### src/hw/rtl/qmpc_pkg.sv
// Shared types, constants and codes for the quad motor PWM commander.
// No dependencies; every other file in hw/rtl imports this package.

package qmpc_pkg;

   // Motor count and field widths
   localparam int MOTOR_COUNT = 4;
   localparam int MOTOR_W     = (MOTOR_COUNT > 1) ? $clog2(MOTOR_COUNT) : 1;
   localparam int MODE_W      = 3;
   localparam int CTRL_W      = 2;
   localparam int POD_W       = 2;
   localparam int GAIN_W      = 16;
   localparam int REF_W       = 16;
   localparam int PWM_W       = 15;
   localparam int COEF_W      = 32;
   localparam int OFS_W       = 16;

   // Configuration port
   localparam int CSR_INDEX_W = 3;
   localparam int CSR_DATA_W  = 32;

   localparam logic [CSR_INDEX_W-1:0] REG_A_COEF   = 3'd0;
   localparam logic [CSR_INDEX_W-1:0] REG_C_OFFSET = 3'd1;
   localparam logic [CSR_INDEX_W-1:0] REG_B_OFFSET = 3'd2;
   localparam logic [CSR_INDEX_W-1:0] REG_MAX_PWM  = 3'd3;
   localparam logic [CSR_INDEX_W-1:0] REG_ZERO_PWM = 3'd4;
   localparam logic [CSR_INDEX_W-1:0] REG_IDLE_PWM = 3'd5;

   localparam logic [PWM_W-1:0] MAX_PWM_RESET = 15'h7FFF;

   // Drone modes, control modes, pod health
   localparam logic [MODE_W-1:0] MODE_WAIT     = 3'd0;
   localparam logic [MODE_W-1:0] MODE_IDLE     = 3'd1;
   localparam logic [MODE_W-1:0] MODE_TAKEOFF  = 3'd2;
   localparam logic [MODE_W-1:0] MODE_FLY      = 3'd3;
   localparam logic [MODE_W-1:0] MODE_CRITICAL = 3'd4;
   localparam logic [MODE_W-1:0] MODE_FATAL    = 3'd5;

   localparam logic [CTRL_W-1:0] CTRL_PID_POSE = 2'd1;
   localparam logic [POD_W-1:0]  POD_STARTUP   = 2'd2;

   // Stream word layout
   localparam int REQ_TUSER_W   = MODE_W + CTRL_W;
   localparam int REQ_GAIN_LSB  = POD_W;
   localparam int REQ_REF_LSB   = POD_W + GAIN_W;
   localparam int REQ_DATA_BITS = REQ_REF_LSB + 2 * MOTOR_COUNT * REF_W;
   localparam int REQ_TDATA_W   = ((REQ_DATA_BITS + 7) / 8) * 8;
   localparam int RSP_DATA_BITS = MOTOR_COUNT * PWM_W + MOTOR_COUNT;
   localparam int RSP_TDATA_W   = ((RSP_DATA_BITS + 7) / 8) * 8;
   localparam int RSP_TUSER_W   = 1;

   // Datapath widths
   localparam int MUL_W  = 32;
   localparam int PROD_W = 2 * MUL_W;
   localparam int WQ_W   = 25;              // |p| / 100 stays below 2^25
   localparam int D_W    = 27;              // signed difference w - c*256
   localparam int AD_W   = D_W - 1;
   localparam int FRAC_W = 24;              // Q.24 fraction dropped twice
   localparam int SUM_W  = 60;
   localparam int T_W    = SUM_W - FRAC_W;
   localparam int V_W    = T_W + 2;

   // floor(x / 100) == (x * RECIP_100) >> RECIP_SHIFT for any 32 bit x
   localparam logic [MUL_W-1:0] RECIP_100   = 32'h51EB_851F;
   localparam int               RECIP_SHIFT = 37;

   // Datapath step codes
   localparam int OP_W = 4;
   localparam logic [OP_W-1:0] OP_NONE   = 4'd0;
   localparam logic [OP_W-1:0] OP_GAIN   = 4'd1;
   localparam logic [OP_W-1:0] OP_RECIP  = 4'd2;
   localparam logic [OP_W-1:0] OP_DIFF   = 4'd3;
   localparam logic [OP_W-1:0] OP_SQUARE = 4'd4;
   localparam logic [OP_W-1:0] OP_LOW    = 4'd5;
   localparam logic [OP_W-1:0] OP_HIGH   = 4'd6;
   localparam logic [OP_W-1:0] OP_SUM    = 4'd7;
   localparam logic [OP_W-1:0] OP_CLAMP  = 4'd8;

   typedef logic [MOTOR_COUNT-1:0][PWM_W-1:0] pwm_vec_type;
   typedef logic [MOTOR_COUNT-1:0][REF_W-1:0] ref_vec_type;

   typedef struct packed {
      logic [MODE_W-1:0] mode;
      logic [CTRL_W-1:0] control_mode;
      logic [POD_W-1:0]  pod_status;
      logic [GAIN_W-1:0] power_gain;
      ref_vec_type       orient_ref;
      ref_vec_type       pose_ref;
   } item_type;

   typedef struct packed {
      logic               load;     // capture the input word
      logic               fill;     // write all slots for a non-mapping mode
      logic [OP_W-1:0]    op;       // one step of the speed map
      logic [MOTOR_W-1:0] motor;    // motor the step works on
      logic               finish;   // apply stop, load the output register
   } cmd_type;

   typedef struct packed {
      logic map_mode;               // mode runs the speed map
   } status_type;

endpackage

### src/hw/rtl/qmpc_ctrl.sv
// Sequencer of the quad motor PWM commander: walks each motor through the
// steps of the speed map and owns the stream handshakes. Depends on qmpc_pkg.

module qmpc_ctrl (
   input  logic                 clock,
   input  logic                 reset,
   input  logic                 req_tvalid,
   output logic                 req_tready,
   output logic                 rsp_tvalid,
   input  logic                 rsp_tready,
   input  qmpc_pkg::status_type status,
   output qmpc_pkg::cmd_type    cmd
);
   import qmpc_pkg::*;

   localparam int ST_W = 4;
   localparam logic [ST_W-1:0] ST_IDLE   = 4'd0;
   localparam logic [ST_W-1:0] ST_DECIDE = 4'd1;
   localparam logic [ST_W-1:0] ST_GAIN   = 4'd2;
   localparam logic [ST_W-1:0] ST_RECIP  = 4'd3;
   localparam logic [ST_W-1:0] ST_DIFF   = 4'd4;
   localparam logic [ST_W-1:0] ST_SQUARE = 4'd5;
   localparam logic [ST_W-1:0] ST_LOW    = 4'd6;
   localparam logic [ST_W-1:0] ST_HIGH   = 4'd7;
   localparam logic [ST_W-1:0] ST_SUM    = 4'd8;
   localparam logic [ST_W-1:0] ST_CLAMP  = 4'd9;
   localparam logic [ST_W-1:0] ST_FINISH = 4'd10;

   logic [ST_W-1:0]    state_ff, state_in;
   logic [MOTOR_W-1:0] motor_ff, motor_in;
   logic               rsp_valid_ff, rsp_valid_in;
   logic               out_free;

   assign out_free   = !rsp_valid_ff || rsp_tready;
   assign req_tready = (state_ff == ST_IDLE);
   assign rsp_tvalid = rsp_valid_ff;

   always_comb begin
      state_in   = state_ff;
      motor_in   = motor_ff;
      cmd        = '0;
      cmd.motor  = motor_ff;
      unique case (state_ff)
         ST_IDLE: begin
            if (req_tvalid) begin
               cmd.load = 1'b1;
               motor_in = '0;
               state_in = ST_DECIDE;
            end
         end
         ST_DECIDE: begin
            if (status.map_mode) begin
               state_in = ST_GAIN;
            end else begin
               cmd.fill = 1'b1;
               state_in = ST_FINISH;
            end
         end
         ST_GAIN: begin
            cmd.op   = OP_GAIN;
            state_in = ST_RECIP;
         end
         ST_RECIP: begin
            cmd.op   = OP_RECIP;
            state_in = ST_DIFF;
         end
         ST_DIFF: begin
            cmd.op   = OP_DIFF;
            state_in = ST_SQUARE;
         end
         ST_SQUARE: begin
            cmd.op   = OP_SQUARE;
            state_in = ST_LOW;
         end
         ST_LOW: begin
            cmd.op   = OP_LOW;
            state_in = ST_HIGH;
         end
         ST_HIGH: begin
            cmd.op   = OP_HIGH;
            state_in = ST_SUM;
         end
         ST_SUM: begin
            cmd.op   = OP_SUM;
            state_in = ST_CLAMP;
         end
         ST_CLAMP: begin
            cmd.op = OP_CLAMP;
            if (motor_ff == MOTOR_W'(MOTOR_COUNT - 1)) begin
               state_in = ST_FINISH;
            end else begin
               motor_in = motor_ff + 1'b1;
               state_in = ST_GAIN;
            end
         end
         ST_FINISH: begin
            // hold until the output register is empty or being drained
            if (out_free) begin
               cmd.finish = 1'b1;
               state_in   = ST_IDLE;
            end
         end
         default: begin
            state_in = ST_IDLE;
         end
      endcase
   end

   always_comb begin
      if (cmd.finish) begin
         rsp_valid_in = 1'b1;
      end else if (rsp_tready) begin
         rsp_valid_in = 1'b0;
      end else begin
         rsp_valid_in = rsp_valid_ff;
      end
   end

   always_ff @(posedge clock) begin
      if (reset) begin
         state_ff     <= ST_IDLE;
         motor_ff     <= '0;
         rsp_valid_ff <= 1'b0;
      end else begin
         state_ff     <= state_in;
         motor_ff     <= motor_in;
         rsp_valid_ff <= rsp_valid_in;
      end
   end

endmodule

### config.mk
export PLATFORM = sky130hd
export DESIGN_NAME = qmpc_ctrl
export DESIGN_NICKNAME = d
export VERILOG_FILES = /design/src/hw/rtl/qmpc_pkg.sv /design/src/hw/rtl/qmpc_ctrl.sv
export SDC_FILE = /design/constraint.sdc
export NUM_CORES = 1
export LEC_CHECK = 0
export BUFFER_PORTS_ARGS = -buffer_cell sky130_fd_sc_hd__buf_2
export CAP_MARGIN = 20
export CORE_AREA = 2 2 39 41
export DETAILED_ROUTE_END_ITERATION = 8
export DIE_AREA = 0 0 41 43
export PLACE_DENSITY_LB_ADDON = 0.15
export SLEW_MARGIN = 20
export SYNTH_ARGS = -nofsm -noshare
export SYNTH_HDL_FRONTEND = slang
export SYNTH_SLANG_ARGS = --single-unit
### constraint.sdc
create_clock -name clock -period 1.3 [get_ports clock]
set_input_delay 0.195 -clock clock [delete_from_list [all_inputs] [get_ports clock]]
set_output_delay 0.195 -clock clock [all_outputs]
set_load 0.02 [all_outputs]
==> impl_metrics.py <==
metrics = {
    "sta": {
        "period_share_pct": 115.0,
        "finalHoldViolations": 0,
        "max_freq_mhz": 669.0,
        "fin_tns_setup_ns": -1.323,
        "whs_ns": 0.2490,
        "finalWorstSetupSlack_ns": -0.1948,
        "setup_viol": 10,
        "min_period_ns": 1.495,
        "slew_headroom_pct": 82.59,
        "tightest_slew_ns": 0.2593,
        "skew_ns": 0.001446,
        "rsz0062_at_grt": "yes",
        "drv_slew": 0,
    },
    "die": {
        "std_cell_rows": 14,
        "core_um2": 1384,
        "start_util_pct": 36.89,
        "dieWidth_um": 41,
        "die-height_um": 43,
        "ios": 16,
        "die_area_um2": 1763,
    },
    "critical_path": {
        "end_kind": "output port",
        "arrival_ns": 1.30,
        "cp_slowest_cell": "dfxtp_4",
        "cp_top_family": "simple AND/OR/NAND/NOR gates",
        "worst-path-max-fanout": 5,
        "worstPathRequired_ns": 1.11,
        "crit_buf_inv": 1,
        "crit_chain": "or2_4, and2_4, nor3_4, buf_6",
        "max_stage_delay_ns": 0.36,
        "startpoint_type": "register",
        "critical_path_class": "reg2out",
    },
    "final_layout": {
        "multi_input_area_um2": 406.6,
        "final_util_pct": 65.55,
        "fill_cells": 122,
        "seqCellArea_um2": 152.6,
        "antenna_cells": 0,
        "drive_above_1_share_pct": 67.39,
        "syn2layout_area_growth_pct": 77.70,
        "nets": 99,
    },
    "logic_synthesis": {
        "synthTopCellsByCount": "dfxtp_1, nor2_1, buf_2, nand2_1, nand2b_1",
        "syn_area_per_cell_um2": 8.802,
        "netlist_area_um2": 510.5,
        "synthCells": 58,
        "synth_edf_count": 0,
        "synth_top_area_share_pct": 27.45,
        "syn-num-nets": 64,
        "synth-seq-area-share_pct": 27.45,
        "yosysWarningCount": 0,
        "yosysMostFrequentCell": "dfxtp_1",
        "synth_area_leaders": "dfxtp_1, a2111oi_4, nor2_1",
        "synth_seq_cells": 7,
        "synth_largest_area_cell": "dfxtp_1",
        "async_flop_share_pct": 0,
        "ys.flop_type": "dfxtp_1",
        "synth_cell_types": 32,
    },
    "drt": {
        "drc_errors": 0,
        "via_per_inst": 4.917,
        "firstDrtPassIters": 4,
        "route.vias.total": 531,
        "ant_nets": 0,
        "wl_per_cell_um": 13.10,
        "drtIter0Drc": 5,
        "drt-total-wl_mm": 1.415,
    },
    "clock_network": {
        "numCtsBuffers": 3,
        "cts_sinks": 7,
        "cts_tree": "yes",
        "cts.path.max_buffers": 2,
        "h-tree-depth": 1,
        "clock_latency_ns": 0.25,
        "clkTransAtPathRegs_ns": 0.06,
        "root_buffer": "clkbuf_4",
        "postCtsHoldBufs": 0,
    },
    "power_and_ir_drop": {
        "power_frac_seq_pct": 28.8,
        "vdd.ir_drop.worst_mv": 0.5849,
        "p_switching_mw": 0.2896,
        "finalPower_mw": 0.8597,
        "p_leak_nw": 0.4009,
        "internal_power_mw": 0.5701,
        "p_comb_share_pct": 46.7,
        "power.density_nw_per_um2": 947.7,
        "clkPwrFrac_pct": 24.5,
        "p_sw_share_pct": 33.68,
    },
    "global_route": {
        "antenna_found_initial": 0,
        "busiest_layer": "met2",
        "overflow": 0,
        "grt_pass1_vias": 516,
        "track_usage_pct": 18.37,
        "met3_usage_pct": 3.665,
        "grt_pass1_wl_mm": 2.214,
        "grt_start_max_net_pins": 10,
        "grt_use_met1_pct": 23.79,
        "met2_usage_pct": 28.13,
    },
    "placed_design": {
        "port_buffers": 15,
        "gp_congestion": 0.7482,
        "pre_cts_slack_ns": -0.03998,
        "dpl.hpwl_um": 893.5,
    },
    "worst_hold_path": {
        "hp-class": "in2reg",
    },
    "run_status": {
        "outcome": "finished, violations left",
        "violations": "negative setup slack",
    },
    "run": {
        "cap_violations": 0,
    },
}
==> kinds of logic (layout without fill, tap and decap cells) <==
family | after synthesis | after routing | share of synthesized area, %
mux | 2 | 2 | 3.922
compound gates | 12 | 12 | 21.32
flops | 7 | 7 | 27.45
simple gates | 28 | 28 | 35.78
fa+ha+maj | 1 | 1 | 2.451
buf+inv | 7 | 41 | 7.350
xor+xnor | 1 | 1 | 1.716
==> through the flow <==
stage / cells / instance area [um^2]
global placement: 96 / 691.9
finish: 108 / 907.1
floorplan: 58 / 533.0
CTS: 107 / 833.3
detailed placement: 96 / 691.9
global route: 108 / 907.1
==> placed cells by master (no fill, tap or decap), types with 2 or more instances in the layout <==
cell type,n
nand2b_1,3
dfxtp_1,3
nand3b_1,2
mux2i_1,2
nand2_1,2
buf_2,7
dfxtp_4,3
buf_4,17
clkbuf_4,3
nor2_1,3
nor2_2,2
buf_6,12
a21oi_1,2
and2_4,4
==> final cells by class <==
cell class,count,area share (%)
Tap cell,16,2.207
Inverter,1,0.4138
Clock buffer,4,2.897
Timing Repair Buffer,36,32.83
Multi-Input combinational cell,44,44.83
Sequential cell,7,16.83
==> power groups by stage <==
stage	Combinational, mW	Sequential (mW)	Clock, mW
2_1_floorplan	0.187	0.238	0
3_3_place_gp	0.268	0.251	0
3_5_place_dp	0.270	0.251	0
4_1_cts	0.346	0.246	0.213
5_1_grt	0.427	0.249	0.232
6_report	0.402	0.248	0.210
==> flip-flops by register name, summed over array words and instances (netlist names) <==
register,cells
state_ff,4
motor_ff,2
rsp_tvalid,1
==> layer usage <==
layer | up-vias | wire [um]
li1 | 275 | -
met1 | 244 | 617
met2 | 10 | 731
met3 | 2 | 57
met4 | 0 | 9
met5 | - | 0
==> path summary, 6_finish.rpt <==
check        cells past startpoint  slack (ns)        start           to
max                              4       -0.19  state_ff[2]       cmd[3]
min                              3        0.25   rsp_tready   rsp_tvalid
max reg2reg                      6       -0.07  state_ff[0]  state_ff[3]
min reg2reg                      2        0.50  motor_ff[1]  motor_ff[1]
==> what timing repair did <==
action | CTS | global route
setup endpoints to repair | 11 | 12
endpoints found under the hold margin | 0 | 0
pin swaps | 8 | 8
setup buffers | 7 | 1
gates resized for setup | 25 | 17
==> worst register-to-register path: stages, from the launching register on <==
cell	delay, ns
dfxtp_4	0.38
buf_6	0.14
buf_6	0.11
nand3b_1	0.14
buf_4	0.13
o211ai_1	0.10
a221oi_2	0.26
Note: power is estimated with default switching activity, not from simulation.
